## src/mpk_pkg.sv

```systemverilog
// Shared types and constants for the MessagePack token decoder.
// Token type codes, parse phase codes, result word struct, header length lookup.
// No dependencies.
package mpk_pkg;

  localparam logic [3:0] TOK_NIL   = 4'd0;
  localparam logic [3:0] TOK_BOOL  = 4'd1;
  localparam logic [3:0] TOK_UINT  = 4'd2;
  localparam logic [3:0] TOK_INT   = 4'd3;
  localparam logic [3:0] TOK_F32   = 4'd4;
  localparam logic [3:0] TOK_F64   = 4'd5;
  localparam logic [3:0] TOK_STR   = 4'd6;
  localparam logic [3:0] TOK_BIN   = 4'd7;
  localparam logic [3:0] TOK_ARRAY = 4'd8;
  localparam logic [3:0] TOK_MAP   = 4'd9;
  localparam logic [3:0] TOK_END   = 4'd10;
  localparam logic [3:0] TOK_ERR   = 4'd11;
  localparam logic [3:0] TOK_PAY   = 4'd12;

  localparam logic [1:0] PH_IDLE = 2'd0;
  localparam logic [1:0] PH_HEAD = 2'd1;
  localparam logic [1:0] PH_PAY  = 2'd2;

  typedef struct packed {
    logic [3:0]  token_type;
    logic [63:0] token_value;
    logic [7:0]  payload_byte;
    logic        payload_end;
  } tok_t;

  typedef struct packed {
    logic valid;
    logic end_pend;
  } out_stat_t;

  function automatic logic [3:0] header_size(input logic [7:0] tag);
    logic [3:0] hs;
    case (tag) inside
      8'hc4, 8'hcc, 8'hd0, 8'hd9: hs = 4'd1;
      8'hc5, 8'hcd, 8'hd1, 8'hda, 8'hdc, 8'hde: hs = 4'd2;
      8'hc6, 8'hca, 8'hce, 8'hd2, 8'hdb, 8'hdd, 8'hdf: hs = 4'd4;
      8'hcb, 8'hcf, 8'hd3: hs = 4'd8;
      default: hs = 4'd0;
    endcase
    return hs;
  endfunction

endpackage

```

## src/mpk_decode.sv

```systemverilog
// Parse state registers and the tag/header/payload decode for one byte.
// Depends on mpk_pkg.
module mpk_decode (
  input  logic          clk,
  input  logic          rst_n,
  input  logic [7:0]    dat_byte,
  input  logic          dat_last,
  input  logic          advance,
  output logic          prim_valid,
  output mpk_pkg::tok_t prim
);

  logic [1:0]  ph_r, ph_nxt;
  logic [7:0]  tag_r, tag_nxt;
  logic [3:0]  hl_r, hl_nxt;
  logic [63:0] acc_r, acc_nxt;
  logic [31:0] pl_r, pl_nxt;

  logic [63:0] acc_sh;
  logic [3:0]  hl_dec;
  logic [3:0]  hs;
  logic        raw_go;
  logic [3:0]  raw_type;
  logic [31:0] raw_len;

  always_comb begin
    ph_nxt     = ph_r;
    tag_nxt    = tag_r;
    hl_nxt     = hl_r;
    acc_nxt    = acc_r;
    pl_nxt     = pl_r;
    prim_valid = 1'b0;
    prim       = '0;
    raw_go     = 1'b0;
    raw_type   = mpk_pkg::TOK_STR;
    raw_len    = 32'd0;
    acc_sh     = {acc_r[55:0], dat_byte};
    hl_dec     = hl_r - 4'd1;
    hs         = mpk_pkg::header_size(dat_byte);

    if (ph_r == mpk_pkg::PH_PAY && pl_r != 32'd0) begin
      prim_valid = 1'b1;
      if (dat_last && pl_r > 32'd1) begin
        prim.token_type = mpk_pkg::TOK_ERR;
        ph_nxt          = mpk_pkg::PH_IDLE;
      end else begin
        prim.token_type   = mpk_pkg::TOK_PAY;
        prim.payload_byte = dat_byte;
        prim.payload_end  = (pl_r == 32'd1);
        pl_nxt            = pl_r - 32'd1;
        if (pl_r == 32'd1) ph_nxt = mpk_pkg::PH_IDLE;
      end
    end else if (ph_r == mpk_pkg::PH_HEAD && hl_r != 4'd0) begin
      acc_nxt = acc_sh;
      hl_nxt  = hl_dec;
      if (hl_dec == 4'd0) begin
        ph_nxt     = mpk_pkg::PH_IDLE;
        prim_valid = 1'b1;
        case (tag_r) inside
          8'hc4, 8'hc5, 8'hc6: begin
            raw_go   = 1'b1;
            raw_type = mpk_pkg::TOK_BIN;
            raw_len  = acc_sh[31:0];
          end
          8'hd9, 8'hda, 8'hdb: begin
            raw_go   = 1'b1;
            raw_type = mpk_pkg::TOK_STR;
            raw_len  = acc_sh[31:0];
          end
          8'hca: begin
            prim.token_type  = mpk_pkg::TOK_F32;
            prim.token_value = {32'd0, acc_sh[31:0]};
          end
          8'hcb: begin
            prim.token_type  = mpk_pkg::TOK_F64;
            prim.token_value = acc_sh;
          end
          8'hcc, 8'hcd, 8'hce, 8'hcf: begin
            prim.token_type  = mpk_pkg::TOK_UINT;
            prim.token_value = acc_sh;
          end
          8'hd0: begin
            prim.token_type  = mpk_pkg::TOK_INT;
            prim.token_value = {{56{acc_sh[7]}}, acc_sh[7:0]};
          end
          8'hd1: begin
            prim.token_type  = mpk_pkg::TOK_INT;
            prim.token_value = {{48{acc_sh[15]}}, acc_sh[15:0]};
          end
          8'hd2: begin
            prim.token_type  = mpk_pkg::TOK_INT;
            prim.token_value = {{32{acc_sh[31]}}, acc_sh[31:0]};
          end
          8'hd3: begin
            prim.token_type  = mpk_pkg::TOK_INT;
            prim.token_value = acc_sh;
          end
          8'hdc, 8'hdd: begin
            prim.token_type  = mpk_pkg::TOK_ARRAY;
            prim.token_value = {32'd0, acc_sh[31:0]};
          end
          8'hde, 8'hdf: begin
            prim.token_type  = mpk_pkg::TOK_MAP;
            prim.token_value = {32'd0, acc_sh[31:0]};
          end
          default: prim.token_type = mpk_pkg::TOK_ERR;
        endcase
      end else if (dat_last) begin
        prim_valid      = 1'b1;
        prim.token_type = mpk_pkg::TOK_ERR;
        ph_nxt          = mpk_pkg::PH_IDLE;
      end
    end else begin
      ph_nxt     = mpk_pkg::PH_IDLE;
      prim_valid = 1'b1;
      if (dat_byte <= 8'h7f) begin
        prim.token_type  = mpk_pkg::TOK_UINT;
        prim.token_value = {56'd0, dat_byte};
      end else if (dat_byte >= 8'he0) begin
        prim.token_type  = mpk_pkg::TOK_INT;
        prim.token_value = {{56{1'b1}}, dat_byte};
      end else if ((dat_byte & 8'hf0) == 8'h80) begin
        prim.token_type  = mpk_pkg::TOK_MAP;
        prim.token_value = {60'd0, dat_byte[3:0]};
      end else if ((dat_byte & 8'hf0) == 8'h90) begin
        prim.token_type  = mpk_pkg::TOK_ARRAY;
        prim.token_value = {60'd0, dat_byte[3:0]};
      end else if ((dat_byte & 8'he0) == 8'ha0) begin
        raw_go   = 1'b1;
        raw_type = mpk_pkg::TOK_STR;
        raw_len  = {27'd0, dat_byte[4:0]};
      end else if (dat_byte == 8'hc0) begin
        prim.token_type = mpk_pkg::TOK_NIL;
      end else if (dat_byte == 8'hc2 || dat_byte == 8'hc3) begin
        prim.token_type  = mpk_pkg::TOK_BOOL;
        prim.token_value = {63'd0, dat_byte[0]};
      end else if (hs == 4'd0 || dat_last) begin
        prim.token_type = mpk_pkg::TOK_ERR;
      end else begin
        prim_valid = 1'b0;
        tag_nxt    = dat_byte;
        hl_nxt     = hs;
        acc_nxt    = 64'd0;
        ph_nxt     = mpk_pkg::PH_HEAD;
      end
    end

    if (raw_go) begin
      if (raw_len == 32'd0) begin
        prim.token_type  = raw_type;
        prim.token_value = 64'd0;
      end else if (dat_last) begin
        prim.token_type = mpk_pkg::TOK_ERR;
      end else begin
        prim.token_type  = raw_type;
        prim.token_value = {32'd0, raw_len};
        pl_nxt           = raw_len;
        ph_nxt           = mpk_pkg::PH_PAY;
      end
    end

    if (dat_last) begin
      ph_nxt = mpk_pkg::PH_IDLE;
      hl_nxt = 4'd0;
      pl_nxt = 32'd0;
    end
  end

  always_ff @(posedge clk) begin
    if (!rst_n) begin
      ph_r  <= mpk_pkg::PH_IDLE;
      tag_r <= 8'd0;
      hl_r  <= 4'd0;
      acc_r <= 64'd0;
      pl_r  <= 32'd0;
    end else if (advance) begin
      ph_r  <= ph_nxt;
      tag_r <= tag_nxt;
      hl_r  <= hl_nxt;
      acc_r <= acc_nxt;
      pl_r  <= pl_nxt;
    end
  end

  a_last_idle: assert property (@(posedge clk) disable iff (!rst_n)
    advance && dat_last |=> ph_r == mpk_pkg::PH_IDLE && hl_r == 4'd0 && pl_r == 32'd0)
    else $error("parse state not cleared after buffer end");

  a_head_len: assert property (@(posedge clk) disable iff (!rst_n)
    hl_r <= 4'd8)
    else $error("header count out of range");

  a_pay_end: assert property (@(posedge clk) disable iff (!rst_n)
    prim_valid && prim.payload_end |-> prim.token_type == mpk_pkg::TOK_PAY && pl_r == 32'd1)
    else $error("payload end on wrong byte");

endmodule

```

## src/mpk_out.sv

```systemverilog
// Result register with a pending end-of-buffer slot.
// Depends on mpk_pkg.
module mpk_out (
  input  logic              clk,
  input  logic              rst_n,
  input  logic              advance,
  input  logic              prim_valid,
  input  mpk_pkg::tok_t     prim,
  input  logic              dat_last,
  input  logic              out_stall,
  output mpk_pkg::out_stat_t stat,
  output logic              out_valid,
  output mpk_pkg::tok_t     res,
  output logic              out_run_last
);

  logic          valid_r, valid_nxt;
  logic          pend_r, pend_nxt;
  mpk_pkg::tok_t res_r, res_nxt;
  logic          rl_r, rl_nxt;
  logic          out_free;
  mpk_pkg::tok_t end_tok;

  always_comb begin
    end_tok            = '0;
    end_tok.token_type = mpk_pkg::TOK_END;
    out_free  = !valid_r || !out_stall;
    valid_nxt = valid_r;
    pend_nxt  = pend_r;
    res_nxt   = res_r;
    rl_nxt    = rl_r;
    if (out_free) begin
      if (pend_r) begin
        valid_nxt = 1'b1;
        pend_nxt  = 1'b0;
        res_nxt   = end_tok;
        rl_nxt    = 1'b1;
      end else if (advance && prim_valid) begin
        valid_nxt = 1'b1;
        pend_nxt  = dat_last;
        res_nxt   = prim;
        rl_nxt    = !dat_last;
      end else if (advance && dat_last) begin
        valid_nxt = 1'b1;
        res_nxt   = end_tok;
        rl_nxt    = 1'b1;
      end else begin
        valid_nxt = 1'b0;
      end
    end
  end

  always_ff @(posedge clk) begin
    if (!rst_n) begin
      valid_r <= 1'b0;
      pend_r  <= 1'b0;
    end else begin
      valid_r <= valid_nxt;
      pend_r  <= pend_nxt;
    end
  end

  always_ff @(posedge clk) begin
    res_r <= res_nxt;
    rl_r  <= rl_nxt;
  end

  assign out_valid     = valid_r;
  assign res           = res_r;
  assign out_run_last  = rl_r;
  assign stat.valid    = valid_r;
  assign stat.end_pend = pend_r;

  a_pend_valid: assert property (@(posedge clk) disable iff (!rst_n)
    pend_r |-> valid_r && !rl_r)
    else $error("end pending without a held result");

  a_end_last: assert property (@(posedge clk) disable iff (!rst_n)
    valid_r && res_r.token_type == mpk_pkg::TOK_END |-> rl_r)
    else $error("end token not marked last");

endmodule

```

## src/messagepack_token_decoder.sv

```systemverilog
// Top level of the MessagePack token decoder: input register and glue.
// Depends on mpk_pkg, mpk_decode and mpk_out.
//
//   channel  direction  handshake            word
//   in_      input      in_valid / in_stall   in_byte, in_buffer_last
//   out_     output     out_valid / out_stall token type, value, payload byte/end, run_last
//
// One byte a cycle when not stalled: input register, then decode into the result register.
// A byte that ends a buffer with a token gives two words; the input stage holds while the end word is pending.
// Synchronous active-low reset clears parse state and both valid flags.
// out_stall holds the result register; in_stall rises once the input register cannot drain.
module messagepack_token_decoder (
  input  logic        clk,
  input  logic        rst_n,
  input  logic        in_valid,
  output logic        in_stall,
  input  logic [7:0]  in_byte,
  input  logic        in_buffer_last,
  output logic        out_valid,
  input  logic        out_stall,
  output logic [3:0]  out_token_type,
  output logic [63:0] out_token_value,
  output logic [7:0]  out_payload_byte,
  output logic        out_payload_end,
  output logic        out_run_last
);

  logic               s1_valid_r;
  logic [7:0]         s1_byte_r;
  logic               s1_last_r;
  logic               advance;
  logic               prim_valid;
  mpk_pkg::tok_t      prim;
  mpk_pkg::tok_t      res;
  mpk_pkg::out_stat_t stat;

  assign advance  = s1_valid_r && (!stat.valid || !out_stall) && !stat.end_pend;
  assign in_stall = s1_valid_r && !advance;

  always_ff @(posedge clk) begin
    if (!rst_n) begin
      s1_valid_r <= 1'b0;
    end else if (!in_stall) begin
      s1_valid_r <= in_valid;
    end
  end

  always_ff @(posedge clk) begin
    if (in_valid && !in_stall) begin
      s1_byte_r <= in_byte;
      s1_last_r <= in_buffer_last;
    end
  end

  mpk_decode u_dec (
    .clk        (clk),
    .rst_n      (rst_n),
    .dat_byte   (s1_byte_r),
    .dat_last   (s1_last_r),
    .advance    (advance),
    .prim_valid (prim_valid),
    .prim       (prim)
  );

  mpk_out u_out (
    .clk          (clk),
    .rst_n        (rst_n),
    .advance      (advance),
    .prim_valid   (prim_valid),
    .prim         (prim),
    .dat_last     (s1_last_r),
    .out_stall    (out_stall),
    .stat         (stat),
    .out_valid    (out_valid),
    .res          (res),
    .out_run_last (out_run_last)
  );

  assign out_token_type   = res.token_type;
  assign out_token_value  = res.token_value;
  assign out_payload_byte = res.payload_byte;
  assign out_payload_end  = res.payload_end;

  a_no_adv_pend: assert property (@(posedge clk) disable iff (!rst_n)
    stat.end_pend |-> !advance)
    else $error("byte consumed while end word pending");

endmodule
```

## config.mk

```make
export PLATFORM = sky130hd
export DESIGN_NAME = messagepack_token_decoder
export DESIGN_NICKNAME = d
export VERILOG_FILES = /design/src/mpk_pkg.sv /design/src/mpk_decode.sv /design/src/mpk_out.sv /design/src/messagepack_token_decoder.sv
export SDC_FILE = /design/constraint.sdc
export NUM_CORES = 1
export LEC_CHECK = 0
export BUFFER_PORTS_ARGS = -buffer_cell sky130_fd_sc_hd__buf_2
export CAP_MARGIN = 10
export CORE_MARGIN = 10
export CORE_UTILIZATION = 33
export DETAILED_ROUTE_END_ITERATION = 10
export GPL_TIMING_DRIVEN = 0
export MAX_ROUTING_LAYER = met4
export PLACE_DENSITY_LB_ADDON = 0.15
export RECOVER_POWER = 25
export SYNTH_ARGS = -nofsm -noshare
export SYNTH_HDL_FRONTEND = slang
export SYNTH_SLANG_ARGS = --single-unit
```

## constraint.sdc

```tcl
create_clock -name clk -period 7.2 [get_ports clk]
set_input_delay 1.08 -clock clk [delete_from_list [all_inputs] [get_ports clk]]
set_output_delay 1.08 -clock clk [all_outputs]
set_load 0.05 [all_outputs]
```

Word level (Yosys, flattened, before mapping)
Index checks and enable logic that the tools add are counted.
- output and inout bits: 80
- bits in registers: 192
- bits of input ports: 13
- logic and storage cells: 268
- add/sub/neg operators: 2
- reductions and logical operators: 37
- eq/ne operators: 66
- magnitude comparators: 3
- mux-type cells: 135
- bitwise gates (word level): 10
- operators with widths (cell ; number):
    two-way mux 64 bit ; 13
    two-way mux 68 bit ; 8
    two-way mux 32 bit ; 16
    two-way mux 56 bit ; 9
    == test 8 bit, second input constant ; 43
    two-way mux 77 bit ; 2
    two-way mux 4 bit ; 33
    two-way mux 1 bit ; 34
    == test 32 x 1 -> 1 bit, second input constant ; 1
    > comparator 32 x 1 -> 1 bit, second input constant ; 1
    zero test 32 bit ; 1
    two-way mux 2 bit ; 16
    nonzero test 32 bit ; 1
    subtractor 32 x 1 -> 32 bit, second input constant ; 1
    inequality test 3 x 2 -> 1 bit, second input constant ; 8
    AND reduction 10 bit ; 2
    two-way mux 9 bit ; 2
    inequality test 2 x 1 -> 1 bit, second input constant ; 8
    AND reduction 11 bit ; 1
    NOT 1 bit ; 10
    logical AND 1 bit ; 9
    OR reduction 3 bit ; 3
    == test 4 bit, second input constant ; 2
    greater-or-equal comparator 8 bit, second input constant ; 1
    18 further kinds ; 28

Logic depth before layout (Yosys ltp)
Gate-level depths: netlist of the first run.
- depth after elaboration: 22
- mapped depth: 12

By module
Synthesis of the first run repeated with hierarchy kept, for this count alone.
- cell total of the unflattened synthesis: 1028
- area, all modules: 10019.6 um2
- modules (own cells, without submodules) (module ; sequential area each (um2) ; cells an instance ; area an instance (um2) ; instances):
    mpk_decode ; 2042.0 ; 832 ; 6661.4 ; 1
    mpk_out ; 2382.3 ; 178 ; 3021.6 ; 1
    messagepack_token_decoder ; 290.3 ; 18 ; 336.6 ; 1

Worst setup path before layout of the first run
Ideal clock, no wire load.
- path kind: register to register
- start point: register u_dec.hl_r[0]
- end point: register u_out.rl_r, in the netlist u_out.out_run_last, enable pin
- arrival: 5.835 ns
- setup slack: 0.824 ns
- cell stages (with the launch flop): 11
- clock period less this slack: 6.376 ns
- data required time: 6.659 ns
- library setup time: 0.541 ns
- cells stage by stage: dfxtp_1 -> inv_1 -> ha_1 -> or2_2 -> o211ai_1 -> and3_1 -> buf_2 -> nand2_1 -> a31o_2 -> buf_4 -> a21oi_1
- cells in the longest elaborated chain, start to end: 8
- elaborated cells on any way between the ends: 10
- ends and longest elaborated chain (what ; line ; RTL):
    start, declared ; mpk_decode.sv:15 ; logic [3:0] hl_r, hl_nxt;
    start signal, assigned ; mpk_decode.sv:179 ; hl_r <= hl_nxt;
    subtractor 4 x 1 -> 4 bit ; mpk_decode.sv:38 ; hl_dec = hl_r - 4'd1;
    zero test 4 bit ; mpk_decode.sv:56 ; if (hl_dec == 4'd0) begin
    two-way mux 1 bit ; mpk_decode.sv:56 ;
    two-way mux 1 bit (*) ; mpk_decode.sv:53 ; end else if (ph_r == mpk_pkg::PH_HEAD && hl_r != 4'd0) begin
    two-way mux 1 bit (*) ; mpk_decode.sv:41 ; if (ph_r == mpk_pkg::PH_PAY && pl_r != 32'd0) begin
    logical AND 1 bit (*) ; mpk_out.sv:38 ; end else if (advance && prim_valid) begin
    nonzero test 3 bit (no source line) (*) ; -- ;
    AND reduction 2 bit (no source line) (*) ; -- ;
    end signal, assigned ; mpk_out.sv:65 ; rl_r <= rl_nxt;
    end, declared ; mpk_out.sv:20 ; logic rl_r, rl_nxt;
Every way passes the cells marked *; elsewhere a longest branch is shown, timed or not.
A chain may end at the register's enable or synchronous reset.

Worst setup path after layout of the first run
- start point: register s1_byte_r[6]
- end point: register u_dec.acc_r[49]
- cells in the longest elaborated chain, start to end: 10
- elaborated cells on any way between the ends: 48
- ends and longest elaborated chain (what ; line ; RTL):
    start, declared ; messagepack_token_decoder.sv:29 ; logic [7:0] s1_byte_r;
    start signal, assigned ; messagepack_token_decoder.sv:50 ; s1_byte_r <= in_byte;
    == test 8 bit ; mpk_decode.sv:39 ; hs = mpk_pkg::header_size(dat_byte);
    OR reduction 3 bit ; mpk_pkg.sv:38 ; case (tag) inside
    two-way mux 4 bit (4 in a row) ; mpk_pkg.sv:38 ;
    zero test 4 bit ; mpk_decode.sv:137 ; end else if (hs == 4'd0 || dat_last) begin
    logical OR 1 bit ; mpk_decode.sv:137 ;
    inequality test 2 x 1 -> 1 bit (no source line) ; -- ;
    AND reduction 10 bit (no source line) (*) ; -- ;
    end signal, assigned ; mpk_decode.sv:180 ; acc_r <= acc_nxt;
    end, declared ; mpk_decode.sv:16 ; logic [63:0] acc_r, acc_nxt;
Marked as above.

==> results of run 1 <==
==> where the power goes <==
group / internal, W / total (W) / switching [W]
clock network: 0.000502 / 0.00102 / 0.000516
registers: 0.00119 / 0.00120 / 0.0000147
logic: 0.0000579 / 0.000312 / 0.000254
total: 0.00175 / 0.00253 / 0.000785
==> cell usage in the layout, fill, tap and decap left out, types with 18 or more instances in the layout <==
master / synthesis / final
buf_2: 7 / 20
nand2_1: 101 / 101
clkbuf_16: 0 / 18
edfxtp_1: 87 / 87
dfxtp_1: 105 / 105
nor3_1: 29 / 29
and3_1: 18 / 18
a22o_1: 58 / 58
nand3_1: 27 / 27
o21ai_0: 28 / 28
clkbuf_1: 45 / 124
a21oi_1: 80 / 79
nor2_1: 42 / 42
a21o_1: 21 / 21
==> routing by layer <==
layer | track usage | vias up | wire [um] | share of wire
met2 | 0.261 | 259 | 13200 | 0.45
li1 | - | 3699 | - | -
met3 | 0.0312 | 45 | 1790 | 0.061
met5 | - | - | 0 | 0
met4 | 0.0619 | 0 | 852 | 0.029
met1 | 0.235 | 3647 | 13700 | 0.46
==> worst max-delay path, stage by stage (launching register included) <==
cell      delay [ns]
edfxtp_1        0.35
clkbuf_1        0.64
inv_1           0.16
nor2_1          0.29
o311ai_1        0.31
o21ai_0         0.50
a31oi_1         0.23
clkbuf_1        0.33
clkbuf_1        0.32
a22o_1          0.25
==> flip-flops by register name, indices dropped and copies added, names as in the netlist, 2 cells and up <==
name and count:
u_out.res 77, u_dec.acc_r 56, u_dec.pl_r 32, s1_byte_r 8, u_dec.tag_r 8, u_dec.hl_r 4
u_dec.ph_r 2
==> per-stage QoR <==
step	area, sq um	setup TNS, ns	instances
5_1_grt	10600	0	1372
4_1_cts	10700	0	1372
3_3_place_gp	10000	-111.67	1337
3_5_place_dp	10100	0	1340
2_1_floorplan	9110	0	904
6_report	10600	0	1372
==> final timing paths <==
check / startpoint / to / slack (ns)
setup / recovery: s1_byte_r[6] / u_dec.acc_r[49] / 3.72
hold / removal: u_dec.tag_r[5] / u_dec.tag_r[5] / 0.46
setup reg to reg: s1_byte_r[6] / u_dec.acc_r[49] / 3.72
hold reg to reg: u_dec.tag_r[5] / u_dec.tag_r[5] / 0.46
==> cells by family after synthesis <==
family | after synthesis
XOR/XNOR | 4
flip-flops | 192
buffers and inverters | 77
multiplexers | 12
AO/OA/AOI/OAI | 304
AND/OR/NAND/NOR | 311
adder cells (fa/ha/maj) | 4
==> cell type report <==
type                            instances  area (sq um)
Tap cell                              341           427
Inverter                               14          52.6
Multi-Input combinational cell        635          4060
Timing Repair Buffer                   95           422
Fill cell                            2742         16400
Buffer                                 63           290
Clock buffer                           18           450
Sequential cell                       192          4710
Clock inverter                         14           193
==> impl_metrics.ini, run 1 <==
[sta]
tightest_slew_ns = 0.840
fin_crit_sh = 0.484
drv_slew = 0
hold_slack_ns = 0.463
rsz0062_at_grt = no
slew_headroom = 0.431
setup_slack_ns = 3.72
skew_ns = 0.0163
max_clock_freq_mhz = 287
hold_viol_final = 0
setup_viol = 0
fin_crit_ns = 3.48

[finish]
antenna_cells = 0
drive_gt1_frac = 0.0921
area_growth_pct = 16.5
final_util = 0.393
nNetsFinal = 1035

[synthesis]
synthTopCellsByCount = dfxtp_1, nand2_1, edfxtp_1, a21oi_1, a22o_1
ys_seq_elements = 192
synthesis.area_sq_um = 9110
synthXorXnorAreaFrac = 0.00385
ys_types = 83
synth-seq-area-share = 0.518
synth_ff_type = dfxtp_1
synth_top_area_frac = 0.287
synth_compound_area_frac = 0.241
yosysTopAreaCell = edfxtp_1
ys_warn_count = 0
synthMuxAreaShare = 0.0133
ys_top_cells_by_area = edfxtp_1, dfxtp_1, a22o_1
synth_top_family_by_area = compound AO/OA/AOI/OAI gates
netlist_instances = 904
async_flop_share = 0
synthAdderAreaFrac = 0.00549
synth_edf_count = 87
syn_nets = 921
yosys.area_share.simple = 0.181
synth_most_common_cell = dfxtp_1
syn_avg_cell_area_sq_um = 10.1

[clocking]
htreeDepth = 4
tritoncts = yes
postCtsSetupRepairBufs = 0
path_clk_slew_ns = 0.08
clock_latency_ns = 0.45
cts_buffers = 17
cts_resized = 0
cts.sinks = 192
cts.path.max_buffers = 2
ctsHoldBuffers = 0
cts-root-buf = clkbuf_16

[pwr]
powerDensity_nw_per_um2 = 239
leakage_nw = 3.87
vdd_drop_max_mv = 0.146
fin_total_pwr_w = 0.00253

[detailed_routing]
avgViaCountPerCell = 5.58
drt-pass1-iter-count = 5
vias = 7650
drc = 0
wl_um = 29500
wl_per_cell_um = 21.5
drt.antenna.violating_nets = 0
drt_first_iter_violations = 613

[die]
dieArea_sq_um = 34600
row_count = 60
fp.dieH_um = 186
pin_count = 93
start_util = 0.337
coreArea_sq_um = 27000
die_w_um = 186

[setup_path]
critPathLaunchType = register
required_ns = 7.54
critPathMaxFanout = 10
worstPathArrival_ns = 3.82
worstSetupPathType = reg -> reg
cp-end-kind = register
reg2regPathDepth = 9

[placement]
dp_hpwl_um = 21600
place_congestion = 0.918
dp_slack_ns = 3.59
portBuffers = 92

[global_routing]
grt_antenna_before_repair = 0
grt_pass1_vias = 7403
grt_usage = 0.175
overflow = 0
grt_max_degree = 33
grt_first_pass_wirelength_um = 45500

[run_status]
status = completed

[worst_hold_path]
hold_class = reg -> reg
whs_path_depth = 2

[run]
maxCapViolCount = 0
Note: power is estimated with default switching activity, not from simulation.
==> run 2: changes to the inputs <==
clock period = 3.6 ns   (was 7.2 ns; I/O delays follow)
==> impl_metrics.ini, run 2 (synthesis results as in run 1) <==
[finish]
area_growth_pct = 16.4
antenna_cells = 0
final_cell_mix = clkbuf_1, dfxtp_1, nand2_1
final_util = 0.392
nNetsFinal = 1034
largest_register_ff_count = 77
final_common_cell = clkbuf_1
drive_gt1_frac = 0.0961

[worst_hold_path]
hold_end = s1_byte_r[0]
min-delay-start = in_byte[0]
hold_class = in -> reg
whs_path_depth = 1

[sta]
setup_viol = 0
max_clock_freq_mhz = 300
fin_setup_tns_ns = 0
skew_ns = 0.0157
tightest_slew_ns = 0.829
fin_crit_sh = 0.925
drv_slew = 0
fin_crit_ns = 3.33
hold_viol_final = 0
rsz0062_at_grt = no
slew_headroom = 0.446

[setup_path]
critPathLaunchType = register
rr_startpoint = u_dec.hl_r[0]
crit_slowest_cell = a21oi_4
reg2reg_slack_ns = 0.27
critPathMaxFanout = 32
worstSetupPathType = reg -> reg
worstPathArrival_ns = 3.47
reg2regPathDepth = 11
cp-end-kind = register
cpMostUsedCell = buf_6
max_stage_delay_ns = 0.52
required_ns = 3.73
cp_cell_sequence = inv_2 -> ha_4 -> or2_2 -> o211ai_1 -> and3_1 -> buf_6 -> nand2_1 -> a31o_4 -> buf_6 -> a21oi_4 -> buf_12
critPathLaunch = u_dec.hl_r[0]
r2r_end = u_out.res[61]

[clocking]
path_clk_slew_ns = 0.09
htreeDepth = 4
postCtsSetupRepairBufs = 0
tritoncts = yes
cts.path.max_buffers = 2
cts_resized = 0
cts-root-buf = clkbuf_16
cts.sinks = 192
cts_buffers = 17
clock_latency_ns = 0.44
ctsHoldBuffers = 0

[run_status]
status = completed

[pwr]
powerDensity_nw_per_um2 = 470
p_switching_w = 0.00155
combPwrFrac = 0.125
p_int_w = 0.00344
p_sw_frac = 0.311
vdd_drop_max_mv = 0.262
leakage_nw = 3.86
clockPowerShare = 0.392
seqPwrFrac = 0.484

[global_routing]
grt_antenna_before_repair = 0
grt_first_pass_wirelength_um = 45400
grt_max_degree = 33
overflow = 0
grt_usage = 0.176
grt_pass1_vias = 7504

[detailed_routing]
drc = 0
wl_um = 30200
avgViaCountPerCell = 5.68
drt.antenna.violating_nets = 0
drt-pass1-iter-count = 5
drt_first_iter_violations = 653
vias = 7793
wl_per_cell_um = 22.0

[run]
maxCapViolCount = 0

[placement]
place_congestion = 0.955
portBuffers = 92
dp_hpwl_um = 21500

[die]
dieArea_sq_um = 34600
die_w_um = 186
fp.dieH_um = 186
coreArea_sq_um = 27000
pin_count = 93
start_util = 0.337
row_count = 60
[run 2: final cells by class]
cell class | instances | area [sq um]
Clock inverter | 15 | 191
Timing Repair Buffer | 94 | 402
Tap cell | 341 | 427
Clock buffer | 17 | 425
Buffer | 62 | 297
Sequential cell | 192 | 4720
Inverter | 14 | 52.6
Fill cell | 2721 | 16400
Multi-Input combinational cell | 636 | 4090
[run 2: layer usage]
| layer | track usage | share of wire | up-vias |
|---|---|---|---|
| met1 | 0.227 | 0.46 | 3786 |
| met3 | 0.0277 | 0.057 | 34 |
| met2 | 0.278 | 0.47 | 284 |
| met4 | 0.0526 | 0.017 | 0 |
| li1 | - | - | 3689 |
| met5 | - | 0 | - |
[run 2: worst max-delay path, delay by kind of cell (launching register included)]
family	cells	cell delay, ns
fa+ha+maj	1	0.17
simple gates	3	0.62
flops	1	0.39
compound gates	3	1.17
buf+inv	4	0.65
[run 2: worst max-delay path by stage]
stage          slack (ns)                  to  cells past startpoint
2_1_floorplan      0.0005  u_out.out_run_last                     10
3_3_place_gp        -0.91       u_out.res[28]                     10
3_5_place_dp         0.10       u_out.res[43]                     11
4_1_cts              0.08       u_out.res[61]                     11
5_1_grt              0.13       u_out.res[32]                      9
6_report             0.27       u_out.res[61]                     11
[run 2: power groups by stage]
stage | Sequential [W] | Combinational [W] | Clock (W)
global route | 0.00242 | 0.000656 | 0.00207
CTS | 0.00241 | 0.000643 | 0.00200
finish | 0.00241 | 0.000621 | 0.00195
detailed placement | 0.00246 | 0.000642 | 0
floorplan | 0.00271 | 0.000197 | 0
global placement | 0.00246 | 0.000627 | 0
[run 2: per-stage QoR]
| stage | total power, W | hold slack, ns | instance area, sq um | instances | worst slack (ns) |
|---|---|---|---|---|---|
| floorplan | 0.00291 | 0.426 | 9150 | 904 | 0.000513 |
| global placement | 0.00309 | 0.457 | 10000 | 1337 | -0.913 |
| detailed placement | 0.00310 | 0.460 | 10100 | 1339 | 0.102 |
| CTS | 0.00504 | 0.248 | 10700 | 1371 | 0.0778 |
| global route | 0.00515 | 0.254 | 10600 | 1371 | 0.134 |
| finish | 0.00498 | 0.266 | 10600 | 1371 | 0.268 |
